### src/ritt_pkg.sv
// ----------------------------------------------------------------------------
// ritt_pkg: shared types and constants for the radix integer-to-text block
// Field widths, alphabet layout, register indexes, character codes, FSM
// states and the control/status bundles between the top level and divider.
// ----------------------------------------------------------------------------
package ritt_pkg;

  // Field and register widths
  localparam int DATA_W        = 32;
  localparam int SYM_W         = 8;
  localparam int WORD_W        = 64;
  localparam int LEN_W         = 6;
  localparam int ALPHA_WORDS   = 5;
  localparam int ALPHA_SYMS    = ALPHA_WORDS * WORD_W / SYM_W;
  localparam int CFG_IDX_W     = 3;
  localparam int MAX_RADIX_DEF = 40;

  // Worst case digit count (base 2, 32-bit magnitude)
  localparam int MAX_DIGITS    = DATA_W;

  // Divider: quotient bits resolved per cycle
  localparam int STEP_BITS     = 8;
  localparam int DIV_STEPS     = DATA_W / STEP_BITS;

  // Letters and digits are all below 8'h80, so a 7-bit seen map covers them
  localparam int SEEN_IDX_W    = 7;
  localparam int SEEN_W        = 1 << SEEN_IDX_W;

  // Register index of the radix length; alphabet words sit below it
  localparam logic [CFG_IDX_W-1:0] CFG_RADIX_LEN = 3'd5;

  // Character codes
  localparam logic [SYM_W-1:0] CH_0     = 8'h30;
  localparam logic [SYM_W-1:0] CH_9     = 8'h39;
  localparam logic [SYM_W-1:0] CH_LO_A  = 8'h61;
  localparam logic [SYM_W-1:0] CH_LO_Z  = 8'h7a;
  localparam logic [SYM_W-1:0] CH_UP_A  = 8'h41;
  localparam logic [SYM_W-1:0] CH_UP_Z  = 8'h5a;
  localparam logic [SYM_W-1:0] CH_MINUS = 8'h2d;
  localparam logic [SYM_W-1:0] CH_NONE  = 8'h00;

  // Sequencer states
  typedef enum logic [2:0] {
    ST_IDLE,
    ST_CHECK,
    ST_DIV_GO,
    ST_DIV_WAIT,
    ST_SIGN,
    ST_EMIT,
    ST_ERR
  } ritt_state_t;

  // Top level to divider
  typedef struct packed {
    logic load;   // take a new dividend
    logic start;  // run one division by the radix
  } div_ctl_t;

  // Divider to top level
  typedef struct packed {
    logic busy;
    logic done;       // one-cycle pulse, digit and quotient are final
    logic quot_zero;  // quotient held in the divider is zero
  } div_sts_t;

  // True for '0'..'9', 'a'..'z', 'A'..'Z'
  function automatic logic is_alnum(input logic [SYM_W-1:0] c);
    return ((c >= CH_0) && (c <= CH_9)) ||
           ((c >= CH_LO_A) && (c <= CH_LO_Z)) ||
           ((c >= CH_UP_A) && (c <= CH_UP_Z));
  endfunction

endpackage

### src/ritt_in_if.sv
// ----------------------------------------------------------------------------
// ritt_in_if: input request channel
// Carries one signed integer per request with a valid/ready handshake.
// ----------------------------------------------------------------------------
interface ritt_in_if;

  logic                              valid;
  logic                              ready;
  logic signed [ritt_pkg::DATA_W-1:0] value;

  modport source (output valid, output value, input ready);
  modport sink   (input valid, input value, output ready);

endinterface

### src/ritt_out_if.sv
// ----------------------------------------------------------------------------
// ritt_out_if: result request channel
// Carries one text character per request with last and error flags.
// ----------------------------------------------------------------------------
interface ritt_out_if;

  logic                       valid;
  logic                       ready;
  logic [ritt_pkg::SYM_W-1:0] symbol;
  logic                       is_last;
  logic                       bad_alphabet;

  modport source (output valid, output symbol, output is_last, output bad_alphabet,
                  input ready);
  modport sink   (input valid, input symbol, input is_last, input bad_alphabet,
                  output ready);

endinterface

### src/radix_integer_to_text.sv
// ----------------------------------------------------------------------------
// radix_integer_to_text: signed integer to text in a configured radix
// Each value is taken in idle, its alphabet checked one symbol at a time
//   up to the radix length, its digits divided out, then one character per cycle
//   while out is ready. Each digit runs through the shared divider (start,
//   4 steps of 8 quotient bits, done) and onto a digit stack; the next value
//   waits for the last char. Invalid alphabet: one error char.
// Reset: sync, no clear pass; control/config regs to 0 (alphabet invalid).
// ----------------------------------------------------------------------------
module radix_integer_to_text
  import ritt_pkg::*;
#(
  parameter int MAX_RADIX = MAX_RADIX_DEF
) (
  input  logic                 clk,
  input  logic                 rst_n,
  ritt_in_if.sink              in_ch,
  ritt_out_if.source           out_ch,
  input  logic                 cfg_we,
  input  logic [CFG_IDX_W-1:0] cfg_index,
  input  logic [WORD_W-1:0]    cfg_data
);

  localparam int DIGIT_W = $clog2(MAX_RADIX);
  localparam int CNT_W   = $clog2(MAX_DIGITS + 1);

  // Configuration registers
  logic [WORD_W-1:0]           alpha_r [ALPHA_WORDS];
  logic [LEN_W-1:0]            len_r;
  logic [ALPHA_SYMS*SYM_W-1:0] alpha_flat;

  // Sequencer and datapath
  ritt_state_t           state_r, state_nxt;
  logic                  neg_r, neg_nxt;
  logic [LEN_W-1:0]      idx_r, idx_nxt;
  logic [SEEN_W-1:0]     seen_r, seen_nxt;
  logic [CNT_W-1:0]      cnt_r, cnt_nxt;
  logic [DIGIT_W-1:0]    stk_r [MAX_DIGITS];
  logic [DIGIT_W-1:0]    stk_nxt [MAX_DIGITS];

  // Output register
  logic                  out_valid_r, out_valid_nxt;
  logic [SYM_W-1:0]      out_sym_r, out_sym_nxt;
  logic                  out_last_r, out_last_nxt;
  logic                  out_bad_r, out_bad_nxt;

  // Helpers
  logic                  in_ready, acc;
  logic [DATA_W-1:0]     raw, mag;
  logic                  len_ok, chk_bad, chk_last, more_digits, slot_free;
  logic [LEN_W-1:0]      sel_idx;
  logic [SYM_W-1:0]      sel_sym;
  logic                  out_load;
  logic [SYM_W-1:0]      load_sym;
  logic                  load_last, load_bad;
  div_ctl_t              div_ctl;
  div_sts_t              div_sts;
  logic [DIGIT_W-1:0]    div_digit;

  // Configuration writes; indexes past the radix length are dropped
  always_ff @(posedge clk) begin
    if (!rst_n) begin
      for (int w = 0; w < ALPHA_WORDS; w++) begin
        alpha_r[w] <= '0;
      end
      len_r <= '0;
    end else if (cfg_we) begin
      if (cfg_index < CFG_RADIX_LEN) begin
        alpha_r[cfg_index] <= cfg_data;
      end else if (cfg_index == CFG_RADIX_LEN) begin
        len_r <= cfg_data[LEN_W-1:0];
      end
    end
  end

  for (genvar w = 0; w < ALPHA_WORDS; w++) begin : g_flat
    assign alpha_flat[w*WORD_W +: WORD_W] = alpha_r[w];
  end

  // Symbol lookup, shared by the alphabet check and the digit output
  assign sel_sym = (sel_idx < LEN_W'(ALPHA_SYMS)) ? alpha_flat[sel_idx*SYM_W +: SYM_W]
                                                  : CH_NONE;

  // Request side and status terms
  assign acc         = in_ch.valid && in_ready;
  assign raw         = in_ch.value;
  assign mag         = raw[DATA_W-1] ? ('0 - raw) : raw;
  assign len_ok      = (len_r >= LEN_W'(2)) && (len_r <= LEN_W'(MAX_RADIX));
  assign chk_bad     = !is_alnum(sel_sym) || seen_r[sel_sym[SEEN_IDX_W-1:0]];
  assign chk_last    = (idx_r == (len_r - LEN_W'(1)));
  assign more_digits = !div_sts.quot_zero && (cnt_r < CNT_W'(MAX_DIGITS - 1));
  assign slot_free   = !out_valid_r || out_ch.ready;

  // Divider
  ritt_div #(
    .MAX_RADIX (MAX_RADIX)
  ) u_div (
    .clk      (clk),
    .rst_n    (rst_n),
    .ctl      (div_ctl),
    .load_val (mag),
    .radix    ((DIGIT_W+1)'(len_r)),
    .sts      (div_sts),
    .digit    (div_digit)
  );

  // Next state
  always_comb begin
    state_nxt = state_r;
    case (state_r)
      ST_IDLE: begin
        if (acc) state_nxt = len_ok ? ST_CHECK : ST_ERR;
      end
      ST_CHECK: begin
        if (chk_bad)       state_nxt = ST_ERR;
        else if (chk_last) state_nxt = ST_DIV_GO;
      end
      ST_DIV_GO: begin
        state_nxt = ST_DIV_WAIT;
      end
      ST_DIV_WAIT: begin
        if (div_sts.done) begin
          if (more_digits) state_nxt = ST_DIV_GO;
          else             state_nxt = neg_r ? ST_SIGN : ST_EMIT;
        end
      end
      ST_SIGN: begin
        if (slot_free) state_nxt = ST_EMIT;
      end
      ST_EMIT: begin
        if (slot_free && (cnt_r == CNT_W'(1))) state_nxt = ST_IDLE;
      end
      ST_ERR: begin
        if (slot_free) state_nxt = ST_IDLE;
      end
      default: state_nxt = ST_IDLE;
    endcase
  end

  // State outputs
  always_comb begin
    in_ready      = 1'b0;
    div_ctl.load  = acc;
    div_ctl.start = 1'b0;
    sel_idx       = idx_r;
    out_load      = 1'b0;
    load_sym      = CH_NONE;
    load_last     = 1'b0;
    load_bad      = 1'b0;
    case (state_r)
      ST_IDLE: begin
        in_ready = 1'b1;
      end
      ST_DIV_GO: begin
        div_ctl.start = 1'b1;
      end
      ST_SIGN: begin
        out_load = slot_free;
        load_sym = CH_MINUS;
      end
      ST_EMIT: begin
        sel_idx   = LEN_W'(stk_r[0]);
        out_load  = slot_free;
        load_sym  = sel_sym;
        load_last = (cnt_r == CNT_W'(1));
      end
      ST_ERR: begin
        out_load  = slot_free;
        load_last = 1'b1;
        load_bad  = 1'b1;
      end
      default: ;
    endcase
  end

  assign in_ch.ready = in_ready;

  // Datapath next values
  always_comb begin
    neg_nxt = neg_r;
    idx_nxt = idx_r;
    seen_nxt = seen_r;
    cnt_nxt = cnt_r;
    stk_nxt = stk_r;
    // new request
    if (acc) begin
      neg_nxt  = raw[DATA_W-1];
      idx_nxt  = '0;
      seen_nxt = '0;
      cnt_nxt  = '0;
    end
    // alphabet check: mark symbol as seen
    if ((state_r == ST_CHECK) && !chk_bad) begin
      seen_nxt[sel_sym[SEEN_IDX_W-1:0]] = 1'b1;
      idx_nxt = idx_r + LEN_W'(1);
    end
    // push digit, least significant first
    if ((state_r == ST_DIV_WAIT) && div_sts.done) begin
      stk_nxt[0] = div_digit;
      for (int i = 1; i < MAX_DIGITS; i++) begin
        stk_nxt[i] = stk_r[i-1];
      end
      cnt_nxt = cnt_r + CNT_W'(1);
    end
    // pop digit, most significant first
    if ((state_r == ST_EMIT) && slot_free) begin
      for (int i = 0; i < MAX_DIGITS - 1; i++) begin
        stk_nxt[i] = stk_r[i+1];
      end
      cnt_nxt = cnt_r - CNT_W'(1);
    end
  end

  // Output register next values
  always_comb begin
    out_valid_nxt = out_valid_r;
    out_sym_nxt   = out_sym_r;
    out_last_nxt  = out_last_r;
    out_bad_nxt   = out_bad_r;
    if (out_load) begin
      out_valid_nxt = 1'b1;
      out_sym_nxt   = load_sym;
      out_last_nxt  = load_last;
      out_bad_nxt   = load_bad;
    end else if (out_ch.ready) begin
      out_valid_nxt = 1'b0;
    end
  end

  // Control registers
  always_ff @(posedge clk) begin
    if (!rst_n) begin
      state_r     <= ST_IDLE;
      idx_r       <= '0;
      cnt_r       <= '0;
      out_valid_r <= 1'b0;
    end else begin
      state_r     <= state_nxt;
      idx_r       <= idx_nxt;
      cnt_r       <= cnt_nxt;
      out_valid_r <= out_valid_nxt;
    end
  end

  // Payload registers
  always_ff @(posedge clk) begin
    neg_r      <= neg_nxt;
    seen_r     <= seen_nxt;
    stk_r      <= stk_nxt;
    out_sym_r  <= out_sym_nxt;
    out_last_r <= out_last_nxt;
    out_bad_r  <= out_bad_nxt;
  end

  assign out_ch.valid        = out_valid_r;
  assign out_ch.symbol       = out_sym_r;
  assign out_ch.is_last      = out_last_r;
  assign out_ch.bad_alphabet = out_bad_r;

  // Checks
  a_cnt_bound: assert property (@(posedge clk) disable iff (!rst_n)
    cnt_r <= CNT_W'(MAX_DIGITS))
    else $error("digit stack overflow");

  a_done_wait: assert property (@(posedge clk) disable iff (!rst_n)
    div_sts.done |-> (state_r == ST_DIV_WAIT))
    else $error("divider finished outside the wait state");

  a_wait_running: assert property (@(posedge clk) disable iff (!rst_n)
    (state_r == ST_DIV_WAIT) |-> (div_sts.busy || div_sts.done))
    else $error("waiting on an idle divider");

  a_emit_nonempty: assert property (@(posedge clk) disable iff (!rst_n)
    (state_r == ST_EMIT) |-> (cnt_r != '0))
    else $error("emitting from an empty digit stack");

  a_check_range: assert property (@(posedge clk) disable iff (!rst_n)
    (state_r == ST_CHECK) |-> (idx_r < len_r))
    else $error("alphabet check ran past the radix length");

endmodule

### src/ritt_div.sv
// ----------------------------------------------------------------------------
// ritt_div: digit-serial divider by the radix
// Holds the running magnitude in a shift register and divides it by the
// radix, resolving STEP_BITS quotient bits per cycle with a narrow
// remainder. The quotient replaces the magnitude for the next digit.
// ----------------------------------------------------------------------------
module ritt_div
  import ritt_pkg::*;
#(
  parameter  int MAX_RADIX = MAX_RADIX_DEF,
  localparam int DIGIT_W   = $clog2(MAX_RADIX)
) (
  input  logic                clk,
  input  logic                rst_n,
  input  div_ctl_t            ctl,
  input  logic [DATA_W-1:0]   load_val,
  input  logic [DIGIT_W:0]    radix,
  output div_sts_t            sts,
  output logic [DIGIT_W-1:0]  digit
);

  localparam int STEP_CNT_W = (DIV_STEPS > 1) ? $clog2(DIV_STEPS) : 1;

  logic [DATA_W-1:0]     val_r, val_nxt;
  logic [DIGIT_W-1:0]    rem_r, rem_nxt;
  logic [STEP_CNT_W-1:0] step_r;
  logic                  busy_r, done_r;

  // Restoring division over one slice of the magnitude, MSB first
  always_comb begin
    logic [DIGIT_W:0]     t;
    logic [DIGIT_W-1:0]   r;
    logic [STEP_BITS-1:0] q;
    r = rem_r;
    q = '0;
    for (int k = 0; k < STEP_BITS; k++) begin
      t = {r, val_r[DATA_W-1-k]};
      if (t >= radix) begin
        r                 = DIGIT_W'(t - radix);
        q[STEP_BITS-1-k]  = 1'b1;
      end else begin
        r = DIGIT_W'(t);
      end
    end
    rem_nxt = r;
    val_nxt = {val_r[DATA_W-STEP_BITS-1:0], q};
  end

  // Magnitude / quotient and remainder registers
  always_ff @(posedge clk) begin
    if (ctl.load) begin
      val_r <= load_val;
    end else if (busy_r) begin
      val_r <= val_nxt;
    end
    if (ctl.start) begin
      rem_r <= '0;
    end else if (busy_r) begin
      rem_r <= rem_nxt;
    end
  end

  // Step sequencing
  always_ff @(posedge clk) begin
    if (!rst_n) begin
      busy_r <= 1'b0;
      done_r <= 1'b0;
      step_r <= '0;
    end else begin
      done_r <= 1'b0;
      if (ctl.start) begin
        busy_r <= 1'b1;
        step_r <= '0;
      end else if (busy_r) begin
        step_r <= step_r + 1'b1;
        if (step_r == STEP_CNT_W'(DIV_STEPS - 1)) begin
          busy_r <= 1'b0;
          done_r <= 1'b1;
          step_r <= '0;
        end
      end
    end
  end

  assign sts.busy      = busy_r;
  assign sts.done      = done_r;
  assign sts.quot_zero = (val_r == '0);
  assign digit         = rem_r;

  // Checks
  a_start_idle: assert property (@(posedge clk) disable iff (!rst_n)
    ctl.start |-> !busy_r)
    else $error("divider started while busy");

  a_done_not_busy: assert property (@(posedge clk) disable iff (!rst_n)
    !(busy_r && done_r))
    else $error("divider done while still busy");

  a_step_in_run: assert property (@(posedge clk) disable iff (!rst_n)
    (step_r != '0) |-> busy_r)
    else $error("divider step count moved outside a run");

endmodule

### src/flat_wrapper.sv
// flat-port wrapper written by rule: the top's interface ports become plain ports
module radix_integer_to_text_flat import ritt_pkg::*;
#(
  parameter int MAX_RADIX = MAX_RADIX_DEF
)
  (clk, rst_n, cfg_we, cfg_index, cfg_data, in_ch_valid, in_ch_value, in_ch_ready, out_ch_valid, out_ch_symbol, out_ch_is_last, out_ch_bad_alphabet, out_ch_ready);
  ritt_in_if in_ch_i ();
  ritt_out_if out_ch_i ();
  input  logic clk;
  input  logic rst_n;
  input  logic cfg_we;
  input  logic [CFG_IDX_W-1:0] cfg_index;
  input  logic [WORD_W-1:0] cfg_data;
  input wire logic [$bits(in_ch_i.valid)-1:0] in_ch_valid;
  input wire logic [$bits(in_ch_i.value)-1:0] in_ch_value;
  output wire logic [$bits(in_ch_i.ready)-1:0] in_ch_ready;
  output wire logic [$bits(out_ch_i.valid)-1:0] out_ch_valid;
  output wire logic [$bits(out_ch_i.symbol)-1:0] out_ch_symbol;
  output wire logic [$bits(out_ch_i.is_last)-1:0] out_ch_is_last;
  output wire logic [$bits(out_ch_i.bad_alphabet)-1:0] out_ch_bad_alphabet;
  input wire logic [$bits(out_ch_i.ready)-1:0] out_ch_ready;
  assign in_ch_i.valid = in_ch_valid;
  assign in_ch_i.value = in_ch_value;
  assign in_ch_ready = in_ch_i.ready;
  assign out_ch_valid = out_ch_i.valid;
  assign out_ch_symbol = out_ch_i.symbol;
  assign out_ch_is_last = out_ch_i.is_last;
  assign out_ch_bad_alphabet = out_ch_i.bad_alphabet;
  assign out_ch_i.ready = out_ch_ready;
  radix_integer_to_text #(.MAX_RADIX(MAX_RADIX)) u_core (.clk(clk), .rst_n(rst_n), .in_ch(in_ch_i), .out_ch(out_ch_i), .cfg_we(cfg_we), .cfg_index(cfg_index), .cfg_data(cfg_data));
endmodule
### config.mk
export PLATFORM = sky130hd
export DESIGN_NAME = radix_integer_to_text_flat
export DESIGN_NICKNAME = d
export VERILOG_FILES = /design/src/ritt_pkg.sv /design/src/ritt_in_if.sv /design/src/ritt_out_if.sv /design/src/radix_integer_to_text.sv /design/src/ritt_div.sv /design/src/flat_wrapper.sv
export SDC_FILE = /design/constraint.sdc
export NUM_CORES = 1
export LEC_CHECK = 0
export ABC_AREA = 0
export ABC_CLOCK_PERIOD_IN_PS = 33300
export CAP_MARGIN = 20
export CORE_UTILIZATION = 40
export CTS_CLUSTER_DIAMETER = 40
export DETAILED_ROUTE_END_ITERATION = 8
export DONT_BUFFER_PORTS = 1
export PLACE_DENSITY = 0.56
export SYNTH_ARGS = -nofsm -noshare
export SYNTH_HDL_FRONTEND = slang
export SYNTH_SLANG_ARGS = --single-unit
### constraint.sdc
create_clock -name clk -period 33.3 [get_ports clk]
set_input_delay 1.665 -clock clk [delete_from_list [all_inputs] [get_ports clk]]
set_output_delay 1.665 -clock clk [all_outputs]
set_load 0.005 [all_outputs]
### Word-level counts from Yosys, hierarchy flattened

Memories as Yosys holds them, arrays and structs flattened.
Cells that the tools add are included.

| cells by class | value |
|---|---|
| add/subtract/negate cells | 14 |
| multipliers | 0 |
| divide/modulo/power cells | 0 |
| order comparisons | 21 |
| equality and inequality tests | 16 |
| shifts and indexed selects | 1 |
| muxes and demuxes | 65 |
| bitwise logic cells | 4 |
| reductions and logical operators | 32 |

Operators by type and width:

| kind | count |
|---|---|
| variable part select 320 x 10 -> 8 bit | 1 |
| two-way mux 128 bit | 2 |
| two-way mux 192 bit | 1 |
| two-way mux 186 bit | 1 |
| bitwise OR 128 bit | 1 |
| two-way mux 32 bit | 3 |
| two-way mux 6 bit | 13 |
| two-way mux 64 bit | 1 |
| OR reduction 64 bit | 1 |
| greater-or-equal comparator 7 x 6 -> 1 bit | 8 |
| subtractor 6 bit | 8 |
| logical NOT 32 bit | 1 |
| subtractor 1 x 32 -> 32 bit (first input constant) | 1 |
| two-way mux 3 bit | 10 |
| two-way mux 1 bit | 27 |
| case mux 3 bit (7 select lines) | 1 |
| greater-or-equal comparator 8 x 7 -> 1 bit (second input constant) | 2 |
| less-or-equal comparator 8 x 7 -> 1 bit (second input constant) | 2 |
| case mux 8 bit (2 select lines) | 1 |
| adder 6 x 1 -> 6 bit (second input constant) | 2 |
| equality test 3 bit (second input constant) | 4 |
| subtractor 6 x 1 -> 6 bit (second input constant) | 2 |
| logical AND 1 bit | 11 |
| greater-or-equal comparator 8 x 6 -> 1 bit (second input constant) | 1 |
| 32 further kinds | 48 |

| word-level totals | value |
|---|---|
| bits in registers | 395 |
| latch bits | 0 |
| memory bits (writable) | 320 |
| ROM bits | 0 |
| bits of input ports | 104 |
| memories kept | 1 |

Memory list:

| memory | depth | bits a word | read ports | clocked after memory_dff | write ports | RTL line | text |
|---|---|---|---|---|---|---|---|
| u_core.alpha_r | 5 | 64 | 5 | 0 | 5 | radix_integer_to_text.sv:28 | `logic [WORD_W-1:0] alpha_r [ALPHA_WORDS];` |

### Longest topological paths before layout

| depth | value |
|---|---|
| word-level depth | 18 |
| depth in mapped cells | 83 |
| gate-level depth less buffers | 82 |

### Cells and area by module

Synthesis repeated with hierarchy kept, for this count alone.

| second synthesis, totals | value |
|---|---|
| cells, all modules | 2,949 |
| area, all modules | 34,580.7 um^2 |

Modules (own cells, without submodules):

| module | instances | cells each | area each (um^2) | sequential area each (um^2) |
|---|---|---|---|---|
| radix_integer_to_text | 1 | 2,471 | 30,068.8 | 17,747.0 |
| ritt_div | 1 | 478 | 4,511.8 | 1,161.1 |

### Worst setup path after synthesis

OpenSTA, ideal clock, no wires.

| timing | value |
|---|---|
| kind | register to register |
| start | reg u_core.len_r[1] |
| end | reg u_core.u_div.rem_r[0] (netlist: u_core.u_div.digit[0]) |
| setup time | 0.116 ns |
| data arrival time | 17.130 ns |
| setup slack | 16.054 ns |
| stages on the path, launching flop included | 80 |
| period minus slack after synthesis | 17.246 ns |
| path through | dfxtp_1 inv_1 ha_1 nor2b_1 o31a_1 o311a_1 nor2_1 mux2_2 inv_1 ha_1 nor2b_1 o31ai_1 a21oi_1 nand2b_1 or2_2 o21ai_0 inv_1 ha_1 [44 not listed] a21o_1 a21o_1 a211oi_1 inv_1 a211oi_1 mux2i_1 a21oi_1 ha_1 a21o_1 a21o_1 a21o_1 a21o_1 a31o_2 a21oi_1 o31ai_1 a211oi_1 nand2_1 a41o_1 |

| on the way | value |
|---|---|
| longest elaborated chain between the ends | 16 |

Ends and longest elaborated chain:

| element | RTL line | text |
|---|---|---|
| start: declaration | radix_integer_to_text.sv:29 | `logic [LEN_W-1:0] len_r;` |
| start signal: assignment | radix_integer_to_text.sv:71 | `len_r <= cfg_data[LEN_W-1:0];` |
| subtractor 6 bit or greater-or-equal comparator 7 x 6 -> 1 bit (tied branches) | ritt_div.sv:39, ritt_div.sv:38 |  |
| two-way mux 6 bit | ritt_div.sv:38 | `if (t >= radix) begin` |
| subtractor 6 bit or greater-or-equal comparator 7 x 6 -> 1 bit (tied branches) | ritt_div.sv:39, ritt_div.sv:38 |  |
| two-way mux 6 bit | ritt_div.sv:38 |  |
| subtractor 6 bit or greater-or-equal comparator 7 x 6 -> 1 bit (tied branches) | ritt_div.sv:39, ritt_div.sv:38 |  |
| two-way mux 6 bit | ritt_div.sv:38 |  |
| subtractor 6 bit or greater-or-equal comparator 7 x 6 -> 1 bit (tied branches) | ritt_div.sv:39, ritt_div.sv:38 |  |
| two-way mux 6 bit | ritt_div.sv:38 |  |
| subtractor 6 bit or greater-or-equal comparator 7 x 6 -> 1 bit (tied branches) | ritt_div.sv:39, ritt_div.sv:38 |  |
| two-way mux 6 bit | ritt_div.sv:38 |  |
| greater-or-equal comparator 7 x 6 -> 1 bit or subtractor 6 bit (tied branches) | ritt_div.sv:38, ritt_div.sv:39 |  |
| two-way mux 6 bit | ritt_div.sv:38 |  |
| subtractor 6 bit or greater-or-equal comparator 7 x 6 -> 1 bit (tied branches) | ritt_div.sv:39, ritt_div.sv:38 |  |
| two-way mux 6 bit | ritt_div.sv:38 |  |
| greater-or-equal comparator 7 x 6 -> 1 bit (*) | ritt_div.sv:38 |  |
| two-way mux 6 bit (*) | ritt_div.sv:38 |  |
| end signal: assignment | ritt_div.sv:59 | `rem_r <= rem_nxt;` |
| end: declaration | ritt_div.sv:25 | `logic [DIGIT_W-1:0] rem_r, rem_nxt;` |

Every way passes the cells marked *; elsewhere a longest branch is shown, timed or not.
A chain may end at the register's enable or synchronous reset.

### Final worst setup path

| timing | value |
|---|---|
| start | reg u_core.len_r[1] |
| end | reg u_core.u_div.rem_r[1] (netlist: u_core.u_div.digit[1]) |

| on the way | value |
|---|---|
| longest elaborated chain between the ends | 16 |

Ends and longest elaborated chain:

| element | RTL line |
|---|---|
| subtractor 6 bit or greater-or-equal comparator 7 x 6 -> 1 bit (tied branches) | ritt_div.sv:39, ritt_div.sv:38 |
| two-way mux 6 bit | ritt_div.sv:38 |
| subtractor 6 bit or greater-or-equal comparator 7 x 6 -> 1 bit (tied branches) | ritt_div.sv:39, ritt_div.sv:38 |
| two-way mux 6 bit | ritt_div.sv:38 |
| subtractor 6 bit or greater-or-equal comparator 7 x 6 -> 1 bit (tied branches) | ritt_div.sv:39, ritt_div.sv:38 |
| two-way mux 6 bit | ritt_div.sv:38 |
| subtractor 6 bit or greater-or-equal comparator 7 x 6 -> 1 bit (tied branches) | ritt_div.sv:39, ritt_div.sv:38 |
| two-way mux 6 bit | ritt_div.sv:38 |
| subtractor 6 bit or greater-or-equal comparator 7 x 6 -> 1 bit (tied branches) | ritt_div.sv:39, ritt_div.sv:38 |
| two-way mux 6 bit | ritt_div.sv:38 |
| greater-or-equal comparator 7 x 6 -> 1 bit or subtractor 6 bit (tied branches) | ritt_div.sv:38, ritt_div.sv:39 |
| two-way mux 6 bit | ritt_div.sv:38 |
| greater-or-equal comparator 7 x 6 -> 1 bit or subtractor 6 bit (tied branches) | ritt_div.sv:38, ritt_div.sv:39 |
| two-way mux 6 bit | ritt_div.sv:38 |
| subtractor 6 bit or greater-or-equal comparator 7 x 6 -> 1 bit (tied branches) | ritt_div.sv:39, ritt_div.sv:38 |
| two-way mux 6 bit (*) | ritt_div.sv:38 |

Marked as above.

==> reports/qor.csv <==
stage;metric;value;unit
clock_tree;CTS clk-pin slew, worst paths;50;ps
setup_path;Setup crit end kind;flop;
routing;Antenna Nets Post-Route;0;
worst_hold_path;Hold Crit Class;reg -> reg;
synth;post-synth top area share;49.9;%
global_routing;M3 GR Usage;4.29;%
routing;vias;22700;
global_routing;largest net degree at the start of global routing;126;
global_routing;global-route wire length before repair;138000;um
synth;count of state elements after synthesis;667;
sta;Fin. Hold Viols;0;
routing;drt first pass iters;5;
floorplanning;number of core rows;105;
global_routing;gr busiest metal;met2;
sta;max_slew headroom;27.8;%
synth;Syn Nets;3026;
setup_path;R2R Setup Slk;13170;ps
synth;Post-synth ARST share;0;%
floorplanning;I/O pins;116;
placed_design;placed wire-length estimate;55400;um
sta;Fin Setup TNS;0;ps
clock_tree;CTS tree;yes;
sta;min cycle time layout;20130;ps
final_layout;layout cell share with drive strength beyond 1;10.2;%
global_routing;met2 Track Usage GR;32.8;%
setup_path;critical path launch point;u_core.len_r[1];
clock_tree;CTS H-tree depth;3;
placed_design;# port buffers;0;
floorplanning;Initial Utilization;40.5;%
clock_tree;clock latency on the worst-skew pair;680;ps
routing;initial drt markers;1694;
placed_design;routability cong.;0.868;
floorplanning;Die W;291;um
floorplanning;Die ar.;84600;um^2
global_routing;global routing usage on met1;29.3;%
setup_path;CP dominant cell by count;a21o_1;
sta;Clock Skew;61.2;ps
synth;post-synthesis sequential area ratio;56.7;%
synth;synth top area cells;edfxtp_1, dfxtp_1, and2_1;
final_layout;Layout area overhead;13.9;%
global_routing;number of global-route vias before repair;22600;
clock_tree;Setup Buffers After CTS;0;
synth;synthesized instance count;2858;
sta;setup ws final;13170;ps
clock_tree;clk root buf;clkbuf_16;
global_routing;GR Util All Layers;21.1;%
synth;Post-Syn Area;33400;um^2
synth;Syn. warnings;0;
setup_path;crit path DAT;20610;ps
worst_hold_path;hold_sp;u_core.seen_r[111];
clock_tree;clock sink count;667;
setup_path;largest stage delay on the critical path;780;ps
sta;Final Max Tran Viols;0;
clock_tree;CTS buffer count;105;
synth;ys flop type;edfxtp_1;
setup_path;CP required;33780;ps
global_routing;grt ovf;0;
synth;Syn Area/Cell;11.7;um^2
flow_run;max-cap violations;0;
setup_path;Worst Setup Start Kind;flop;
setup_path;reg2reg start;u_core.len_r[1];
clock_tree;clk buf depth;3;
floorplanning;core footprint;82400;um^2
synth;Netlist cell types;88;
synth;Post-synth EDFFs;555;
routing;# DRC;0;
clock_tree;post-CTS resize count;0;
clock_tree;quantity of hold-fixing buffers added after cts;0;
floorplanning;die height;291;um
setup_path;CP Max Fanout;13;
sta;RSZ-0062 raised after global routing;no;
synth;top cell type by total area after synthesis;edfxtp_1;
sta;fmax;49.7;MHz
routing;Via density;5.72;
routing;WL/cell;22.6;um
global_routing;initial antenna violation count;1;
sta;slew at the pin closest to its max-slew limit;1080;ps
setup_path;Crit Path Category;reg -> reg;
sta;endpoints failing setup;0;
final_layout;fillers;7344;
sta;Tcrit/Tclk final;60.4;%
outcome;outcome;complete, no violations;
setup_path;CP max stage cell;dfxtp_1;
placed_design;Place WS;12850;ps
final_layout;nets;2983;
routing;Post-Route WL;90000;um
==> cell usage after synthesis, types with 25 or more instances <==
cell type / n
edfxtp_1: 555
and2_1: 343
nand2_1: 285
a22o_1: 188
mux2i_1: 161
clkbuf_1: 123
dfxtp_1: 112
nor2_1: 93
o21ai_0: 93
a211oi_1: 82
inv_1: 74
a21oi_1: 65
ha_1: 56
nand3_1: 54
o31ai_1: 51
xor2_1: 42
mux2_2: 38
buf_2: 35
nor3_1: 30
nand4_1: 25
==> state kept, by name (all words and copies together), names as in the netlist <==
name,cells
u_core.u_div.step_r,2
u_core.idx_r,6
u_core.stk_r,192
u_core.u_div.val_r,32
u_core.neg_r,1
u_core.seen_r,80
u_core.out_ch.is_last,1
u_core.out_ch.valid,1
u_core.u_div.digit,6
u_core.alpha_r,320
u_core.out_ch.symbol,8
u_core.out_ch.bad_alphabet,1
u_core.u_div.busy_r,1
u_core.u_div.done_r,1
u_core.state_r,3
u_core.cnt_r,6
u_core.len_r,6
==> through the flow <==
stage	instances	util (%)	hold WS (ps)	cell area [um^2]
after floorplan	2858	-	419	33400
after global placement	3774	41.6	429	34200
after detailed placement	3774	41.6	438	34200
after CTS	3971	46.0	449	37900
after global routing	3975	46.1	466	38000
final	3976	46.1	449	38000
==> cells in the final DEF, fill, tap and decap left out, types with 54 or more instances in the layout <==
cell	Yosys	final
edfxtp_1	555	555
ha_1	56	56
a21oi_1	65	65
clkbuf_16	0	107
and2_1	343	343
a211oi_1	82	82
mux2i_1	161	160
nand2_1	285	283
a22o_1	188	188
o21ai_0	93	91
dfxtp_1	112	111
nand3_1	54	54
nor2_1	93	90
inv_1	74	73
==> critical path, delay by kind of cell, from the launching register on <==
| kind | cells | cell delay (ps) |
|---|---|---|
| AND/OR/NAND/NOR | 18 | 3510 |
| multiplexers | 4 | 1340 |
| buffers and inverters | 8 | 1370 |
| adder cells (fa/ha/maj) | 8 | 2440 |
| AO/OA/AOI/OAI | 41 | 10450 |
| flip-flops | 1 | 780 |
==> logic make-up after synthesis <==
group / after synthesis / synth area share [%]
AO/OA/AOI/OAI: 656 / 14.4
buffers and inverters: 262 / 3.36
flip-flops: 667 / 56.7
AND/OR/NAND/NOR: 939 / 14.8
XOR/XNOR: 63 / 1.65
multiplexers: 207 / 6.60
adder cells (fa/ha/maj): 64 / 2.58
==> metal layers <==
layer | vias to the layer above | routed length (um)
met5 | - | 0
met4 | 0 | 2270
met2 | 663 | 40400
met1 | 11300 | 41400
met3 | 146 | 5930
li1 | 10600 | -
==> final timing paths <==
check                           to  cells past startpoint
max          u_core.u_div.digit[1]                     79
min reg2reg     u_core.seen_r[111]                      2
max reg2reg  u_core.u_div.digit[1]                     79
min             u_core.seen_r[111]                      2
==> cell type report <==
cell class	instances	area [um^2]	area share, %
diodes	1	2.50	0.00658
clock buffers	121	2740	7.21
clock inverters	76	938	2.47
inverters	75	287	0.754
multi-input cells	1929	13500	35.4
flip-flops and latches	667	18900	49.8
well taps	1070	1340	3.52
repair buffers	37	335	0.882
Power is left out: the tool's default activity adds up to more than one toggle a clock period on the data nets, which glitch-free logic cannot reach.
